--- config.mk ---
export PLATFORM = sky130hd
export DESIGN_NAME = crrb_ctrl
export DESIGN_NICKNAME = d
export VERILOG_FILES = /design/src/hw/rtl/crrb_pkg.sv /design/src/hw/rtl/crrb_ctrl.sv
export SDC_FILE = /design/constraint.sdc
export NUM_CORES = 1
export LEC_CHECK = 0
export BUFFER_PORTS_ARGS = -buffer_cell sky130_fd_sc_hd__buf_2
export CAP_MARGIN = 20
export CELL_PAD_IN_SITES_DETAIL_PLACEMENT = 0
export CELL_PAD_IN_SITES_GLOBAL_PLACEMENT = 2
export CORE_AREA = 4 4 185 169
export DETAILED_ROUTE_END_ITERATION = 16
export DIE_AREA = 0 0 189 173
export MAX_ROUTING_LAYER = met4
export PLACE_DENSITY = 0.93
export SLEW_MARGIN = 20
export SYNTH_ARGS = -nofsm -noshare
export SYNTH_HDL_FRONTEND = slang
export SYNTH_SLANG_ARGS = --single-unit
--- constraint.sdc ---
create_clock -name vclk -period 11
set_clock_uncertainty 0.2 [all_clocks]
set_input_delay 0 -clock vclk [all_inputs]
set_output_delay 0 -clock vclk [all_outputs]
set_load 0.05 [all_outputs]
--- src/hw/rtl/crrb_pkg.sv ---
package crrb_pkg;

    // Physical store depth; only the low 1024 entries are reachable
    localparam int STORE_DEPTH = 1024;
    localparam int RING_CAP    = (STORE_DEPTH < 1024) ? STORE_DEPTH : 1024;
    localparam int CAP_W       = $clog2(RING_CAP);

    localparam int POS_W  = 10;
    localparam int RING_W = 11;
    localparam int BYTE_W = 8;

    // Transaction kinds
    typedef enum logic [2:0] {
        KIND_RESERVE = 3'd0,
        KIND_DATA    = 3'd1,
        KIND_PEEK    = 3'd2,
        KIND_READ    = 3'd3,
        KIND_CONSUME = 3'd4
    } kind_t;

    // Result status codes
    typedef enum logic [2:0] {
        ST_OK       = 3'd0,
        ST_NO_SPACE = 3'd1,
        ST_NO_DATA  = 3'd2,
        ST_BAD_LEN  = 3'd3,
        ST_ORDER    = 3'd4
    } status_t;

    // Pointer state of the ring
    typedef struct packed {
        logic [POS_W-1:0] rd_ptr;
        logic [POS_W-1:0] wr_ptr;
        logic [POS_W-1:0] fill_cursor;
        logic [POS_W-1:0] bytes_left;
        logic [POS_W-1:0] wr_ptr_pend;
    } ptr_t;

    // Per-transaction outcome from the control logic
    typedef struct packed {
        ptr_t              ptr_next;
        status_t           status;
        logic [POS_W-1:0]  start_offset;
        logic              store_we;
        logic              store_re;
        logic [CAP_W-1:0]  store_addr;
        logic [POS_W-1:0]  used_count;
        logic [POS_W-1:0]  free_count;
    } step_t;

    // Readable bytes between read and write positions
    function automatic logic [POS_W-1:0] used_bytes(input logic [POS_W-1:0] wp,
                                                   input logic [POS_W-1:0] rp,
                                                   input logic [RING_W-1:0] ring);
        logic [RING_W-1:0] diff;
        if (wp >= rp) begin
            diff = {1'b0, wp} - {1'b0, rp};
        end else begin
            diff = ring - ({1'b0, rp} - {1'b0, wp});
        end
        return diff[POS_W-1:0];
    endfunction

    // Writable bytes, one slot kept empty
    function automatic logic [POS_W-1:0] free_bytes(input logic [POS_W-1:0] wp,
                                                   input logic [POS_W-1:0] rp,
                                                   input logic [RING_W-1:0] ring);
        logic [RING_W-1:0] diff;
        if (wp >= rp) begin
            diff = ring - ({1'b0, wp} - {1'b0, rp}) - RING_W'(1);
        end else begin
            diff = {1'b0, rp} - {1'b0, wp} - RING_W'(1);
        end
        return diff[POS_W-1:0];
    endfunction

endpackage

--- src/hw/rtl/crrb_ctrl.sv ---
module crrb_ctrl (
    input  logic [2:0]                         kind,
    input  logic [crrb_pkg::POS_W-1:0]         record_length,
    input  logic [crrb_pkg::POS_W-1:0]         byte_offset,
    input  logic [crrb_pkg::RING_W-1:0]        ring_len,
    input  crrb_pkg::ptr_t                     ptr,
    output crrb_pkg::step_t                    step
);

    logic [crrb_pkg::RING_W-1:0] len_x;
    logic [crrb_pkg::RING_W-1:0] wp_room;
    logic [crrb_pkg::RING_W-1:0] rp_room;
    logic [crrb_pkg::RING_W-1:0] wp_sum;
    logic [crrb_pkg::RING_W-1:0] rp_sum;
    logic [crrb_pkg::POS_W-1:0]  free_now;
    logic [crrb_pkg::POS_W-1:0]  used_now;
    logic                        len_bad;

    // Shared length and room terms
    assign len_x    = {1'b0, record_length};
    assign len_bad  = (record_length == '0) || (len_x >= ring_len);
    assign wp_room  = ring_len - {1'b0, ptr.wr_ptr};
    assign rp_room  = ring_len - {1'b0, ptr.rd_ptr};
    assign wp_sum   = {1'b0, ptr.wr_ptr} + len_x;
    assign rp_sum   = {1'b0, ptr.rd_ptr} + len_x;
    assign free_now = crrb_pkg::free_bytes(ptr.wr_ptr, ptr.rd_ptr, ring_len);
    assign used_now = crrb_pkg::used_bytes(ptr.wr_ptr, ptr.rd_ptr, ring_len);

    // Decode one transaction into status, store access and next pointers
    always_comb begin
        step.ptr_next     = ptr;
        step.status       = crrb_pkg::ST_OK;
        step.start_offset = '0;
        step.store_we     = 1'b0;
        step.store_re     = 1'b0;
        step.store_addr   = '0;

        unique case (kind)
            crrb_pkg::KIND_RESERVE: begin
                if (ptr.bytes_left != '0) begin
                    step.status = crrb_pkg::ST_ORDER;
                end else if (len_bad) begin
                    step.status = crrb_pkg::ST_BAD_LEN;
                end else if (free_now < record_length) begin
                    step.status = crrb_pkg::ST_NO_SPACE;
                end else if (wp_room < len_x) begin
                    // record wraps to the start of the ring
                    if (ptr.rd_ptr <= record_length) begin
                        step.status = crrb_pkg::ST_NO_SPACE;
                    end else begin
                        step.start_offset           = '0;
                        step.ptr_next.wr_ptr_pend   = record_length;
                        step.ptr_next.fill_cursor   = '0;
                        step.ptr_next.bytes_left    = record_length;
                    end
                end else begin
                    step.start_offset            = ptr.wr_ptr;
                    step.ptr_next.wr_ptr_pend    = (wp_sum == ring_len) ? '0
                                                   : wp_sum[crrb_pkg::POS_W-1:0];
                    step.ptr_next.fill_cursor    = ptr.wr_ptr;
                    step.ptr_next.bytes_left     = record_length;
                end
            end
            crrb_pkg::KIND_DATA: begin
                if (ptr.bytes_left == '0 ||
                    {1'b0, ptr.fill_cursor} >= crrb_pkg::RING_W'(crrb_pkg::RING_CAP)) begin
                    step.status = crrb_pkg::ST_ORDER;
                end else begin
                    step.start_offset         = ptr.fill_cursor;
                    step.store_we             = 1'b1;
                    step.store_addr           = ptr.fill_cursor[crrb_pkg::CAP_W-1:0];
                    step.ptr_next.fill_cursor = ptr.fill_cursor + crrb_pkg::POS_W'(1);
                    step.ptr_next.bytes_left  = ptr.bytes_left - crrb_pkg::POS_W'(1);
                    // publish the record after its last byte
                    if (ptr.bytes_left == crrb_pkg::POS_W'(1)) begin
                        step.ptr_next.wr_ptr = ptr.wr_ptr_pend;
                    end
                end
            end
            crrb_pkg::KIND_PEEK: begin
                if (len_bad) begin
                    step.status = crrb_pkg::ST_BAD_LEN;
                end else if (used_now < record_length) begin
                    step.status = crrb_pkg::ST_NO_DATA;
                end else begin
                    step.start_offset = (rp_room < len_x) ? '0 : ptr.rd_ptr;
                end
            end
            crrb_pkg::KIND_READ: begin
                if ({1'b0, byte_offset} >= ring_len) begin
                    step.status = crrb_pkg::ST_BAD_LEN;
                end else begin
                    step.start_offset = byte_offset;
                    step.store_re     = 1'b1;
                    step.store_addr   = byte_offset[crrb_pkg::CAP_W-1:0];
                end
            end
            crrb_pkg::KIND_CONSUME: begin
                if (record_length == '0) begin
                    step.status = crrb_pkg::ST_OK;
                end else if (len_x >= ring_len) begin
                    step.status = crrb_pkg::ST_BAD_LEN;
                end else if (used_now < record_length) begin
                    step.status = crrb_pkg::ST_NO_DATA;
                end else if (rp_room < len_x) begin
                    step.ptr_next.rd_ptr = record_length;
                end else begin
                    step.ptr_next.rd_ptr = (rp_sum == ring_len) ? '0
                                           : rp_sum[crrb_pkg::POS_W-1:0];
                end
            end
            default: begin
                step.status = crrb_pkg::ST_ORDER;
            end
        endcase

        // Occupancy after the transaction
        step.used_count = crrb_pkg::used_bytes(step.ptr_next.wr_ptr,
                                               step.ptr_next.rd_ptr, ring_len);
        step.free_count = crrb_pkg::free_bytes(step.ptr_next.wr_ptr,
                                               step.ptr_next.rd_ptr, ring_len);
    end

endmodule

# After elaboration in Yosys (flattened, before gate mapping)
# Cells that the tools add are included.
# W data, S select, Z words.
# word_totals
output_inout_bits	95
inputBits	84
regBits	0
word_cells	87
# classes
reduce_logical	5
muxes	48
add_sub_neg	18
eq_ne	7
magnitude_cmp	9
# ops
operator	n
$mux W10	23
$mux W30	6
$sub A10 B10 Y10	8
$sub A10 B1 Y10 const B	5
$pmux W10 S4	1
$pmux W20 S2	1
$add A10 B10 Y11	2
$eq A11 B11 Y1	2
$ge A10 B11 Y1	2
$lt A11 B10 Y1	2
$mux W11	2
$sub A11 B10 Y11	2
$ge A10 B10 Y1	2
$logic_not A10 Y1	2
$lt A10 B10 Y1	2
$pmux W10 S2	1
$mux W3	5
$pmux W3 S5	1
$add A10 B1 Y10 const B	1
$eq A10 B1 Y1 const B	1
$le A10 B10 Y1	1
$mux W2	5
$reduce_bool A10 Y1	1
$eq A3 B2 Y1 const B	2
other kinds (5)	7

# Depth between registers and ports, before layout
# logic_depth
word_depth	12
ltp_mapped	43
mapped_depth_nobuf	42

# Least setup slack after synthesis
# OpenSTA, ideal clock, no wires.
# synth_path
kind	in2out
from	in ptr[40] in the netlist's numbering
to	out step[9] in the netlist's numbering
slack_ns	1.354
path_stages	41
n_path_buf	2
t_required_ns	10.800
arrival_time_ns	9.446
cell_sequence	inv_1 > ha_1 > fa_1 > nor2b_1 > o21ai_0 > nand2b_1 > xor2_1 > inv_1 > ha_1 > inv_1 > o21bai_1 > maj3_1 > maj3_1 > maj3_1 > a21oi_1 > xnor2_1 > mux2_2 > ha_1 > [... 5 more ...] > buf_1 > o21a_1 > inv_1 > ha_1 > nor2b_1 > o21ai_0 > o21ai_0 > xnor2_1 > ha_1 > inv_1 > o21bai_1 > a21oi_1 > o21ai_0 > mux2_2 > a221o_1 > a21o_1 > a221o_1 > o31ai_1
# synth_lines
item	line	text
start: declaration	crrb_ctrl.sv:6	input crrb_pkg::ptr_t ptr,
end: declaration	crrb_ctrl.sv:7	output crrb_pkg::step_t step

==> metrics.md <==
| Metric | Value |
|---|---|
| Mean area per synthesized cell | 7.222 sq um |
| DRC | 0 |
| Static Leak | around 5.3 nW |
| Power, Total | about 1.2 mW |
| Die Span X | roughly 190 um |
| Drt total wl | approximately 40,000 um |
| Number of DRC markers in iteration 0 | ~740 |
| Fmax achieved | approximately 0.10 GHz |
| CTS Hold Bufs | 0 |
| Final net count | 1,729 |
| Core area | 29,500 sq um |
| Commonest non-fill, non-tap cell in the layout | buf_2 |
| Slew HR | ~28% |
| CP arrival | 9.70 ns |
| Die height | approximately 170 um |
| Fin crit share | roughly nine tenths |
| RSZ-0062 raised after global routing | false |
| Floorplan row count | 60 |
| YS warnings | 0 |
| Finished Layout Cells | about 1,900 |
| Synth area leaders | ha_1 23%, xnor2_1 9.6%, a21oi_1 6.2%, inv_1 4.5%, o21ai_0 4.0% |
| Vias in the first global route | 10,120 |
| Area growth, synth to finish | 13.47% |
| Largest net degree at the start of global routing | 35 |
| Slew Limit Fails | 0 |
| Setup slack after placement | approximately 1.2 ns |
| Dpl cells | roughly 1,900 |
| Slowest stage delay, CP | 0.76 ns |
| Grt ovf | 0 |
| # IOs | 179 |
| GRT Util Overall | between 20% and 30% |
| Most frequent cells in the layout | 179 x buf_2, 177 x ha_1, 118 x a21oi_1 |
| Power per Cell Area | ~110 nW/um^2 |
| Worst path slowest cell | o211ai_2 |
| Initial antenna violation count | 0 |
| Maxcap violations | 0 |
| Min setup slack post-route | 1.097 ns |
| Clock share of power | 0% |
| Mapped cell area | between 9000 and 10,000 sq um |
| CP required | approximately 11 ns |
| Worst Setup SP | ptr[40] |
| Total number of vias | about 11,000 |
| Fraction of layout cells with a size suffix above 1 | ~15% |
| Post_cts resized | 0 |
| Pint | approximately 420 uW |
| Via density | approximately 5.7 |
| Ant diodes | 0 |
| Status | complete, no violations |
| Hold_ws | between 0.2 and 0.3 ns |
| Switching share of power | about two thirds |
| Final ANT Viol Nets | 0 |
| Synth Instances | roughly 1,300 |
| First-pass GRT wire length | 59,590 um |
| Crit. End Element | output port |
| Routability-driven placement congestion ratio | 0.9615 |
| Worst-margin pin slew | roughly 1.1 ns |
| Initial Utilization | 32.26% |
| Hold wc startpoint | ptr[28] |
| Peak supply drop | just over 0.08 mV |
| Comb power frac | 100.0% |
| Sum Neg Setup Slack | 0 ns |
| PortBufs | 179 |
| Flop pwr share | 0% |
| DRT Pass-1 Iters | 5 |
| Seq Cell Count | 0 |
| Startpoint Class | input pin |
| Final setup vio count | 0 |
| FF+latch area | 0 sq um |
| Register area share after synthesis | 0% |
| Clock buffers | 0 |
| Final Hold Fails | 0 |
| Cell taking the most area after synthesis | ha_1 |
| Yosys top cell area share | approximately a quarter |
| Post-synth cell types | 80 |
| Crit Path Category | in -> out |
| Hold Path Class | in -> out |
| Fin crit period | ~10 ns |
| Post-CTS setup buffers | 0 |
| Die area | roughly 33,000 sq um |
| Detail Placement HPWL | roughly 32,000 um |
| Post-Syn Nets | about 1,600 |
| Avg WL per Cell | about 21 um |
| NetSw | between 700 and 800 uW |
| CP Max Fanout | 23 |
## synth_stat cells, types with 7 or more instances
cell type  number
nand2b_1       15
nand2_1        79
mux2i_1        22
nor4_1         17
a211o_1        12
a21o_1         40
nand4_1        17
a211oi_1        7
buf_2          14
a221o_1        19
and3_1         20
clkbuf_1       30
or3_1          13
o211ai_1       11
xor2_1         40
and2_1         13
xnor2_1       104
nor3b_1        10
fa_1           12
o21ai_0        76
nor3_1         29
a21oi_1       118
o21a_1         22
nand3_1        33
nor2b_1        32
inv_1         114
a22o_1         18
maj3_1         11
o21bai_1       24
ha_1          177
nor2_1         66
## metrics by stage
stage	instance area, sq um	util, %
detailed placement	10800	36.61
finish	10800	36.61
CTS	10800	36.61
global placement	10800	36.61
global route	10800	36.61
floorplan	9519	-
## power by group through the flow
stage | registers, mW | clock network (mW) | logic (mW)
2_1_floorplan | 0 | 0 | 0.914
3_3_place_gp | 0 | 0 | 1.20
3_5_place_dp | 0 | 0 | 1.21
4_1_cts | 0 | 0 | 1.21
5_1_grt | 0 | 0 | 1.33
6_report | 0 | 0 | 1.22
## layer usage
metal / global-route usage (%) / share of wire (%) / up-vias
met2: 37.35 / 44 / 449
met4: 6.527 / 3.8 / 0
li1: - / - / 5082
met3: 1.413 / 6.4 / 74
met5: - / 0 / -
met1: 32.40 / 45 / 4974
## layout make-up
| class | instances | area [sq um] |
|---|---|---|
| well taps | 403 | 504.2 |
| fillers | 3160 | 18700 |
| repair buffers | 189 | 970.9 |
| multi-input cells | 1145 | 8874 |
| inverters | 120 | 452.9 |
## cells by family (layout without fill, tap and decap cells)
| family | after synthesis | count (layout) | synth area share [%] |
|---|---|---|---|
| AO/OA/AOI/OAI | 410 | 410 | 29.39 |
| AND/OR/NAND/NOR | 362 | 362 | 19.68 |
| multiplexers | 26 | 26 | 2.786 |
| XOR/XNOR | 147 | 147 | 13.96 |
| buffers and inverters | 173 | 309 | 7.242 |
| adder cells (fa/ha/maj) | 200 | 200 | 26.95 |
## worst max-delay path, delay by kind of cell
kind / cells / cell delay [ns]
adder cells (fa/ha/maj): 9 / 2.97
multiplexers: 2 / 0.55
buffers and inverters: 7 / 0.96
AND/OR/NAND/NOR: 5 / 0.67
AO/OA/AOI/OAI: 15 / 3.90
XOR/XNOR: 3 / 0.58
## final timing paths
check,depth (start not counted),slack [ns],endpoint
max,41,1.10,step[9]
min,4,0.28,step[73]
Note: power is estimated with default switching activity, not from simulation.
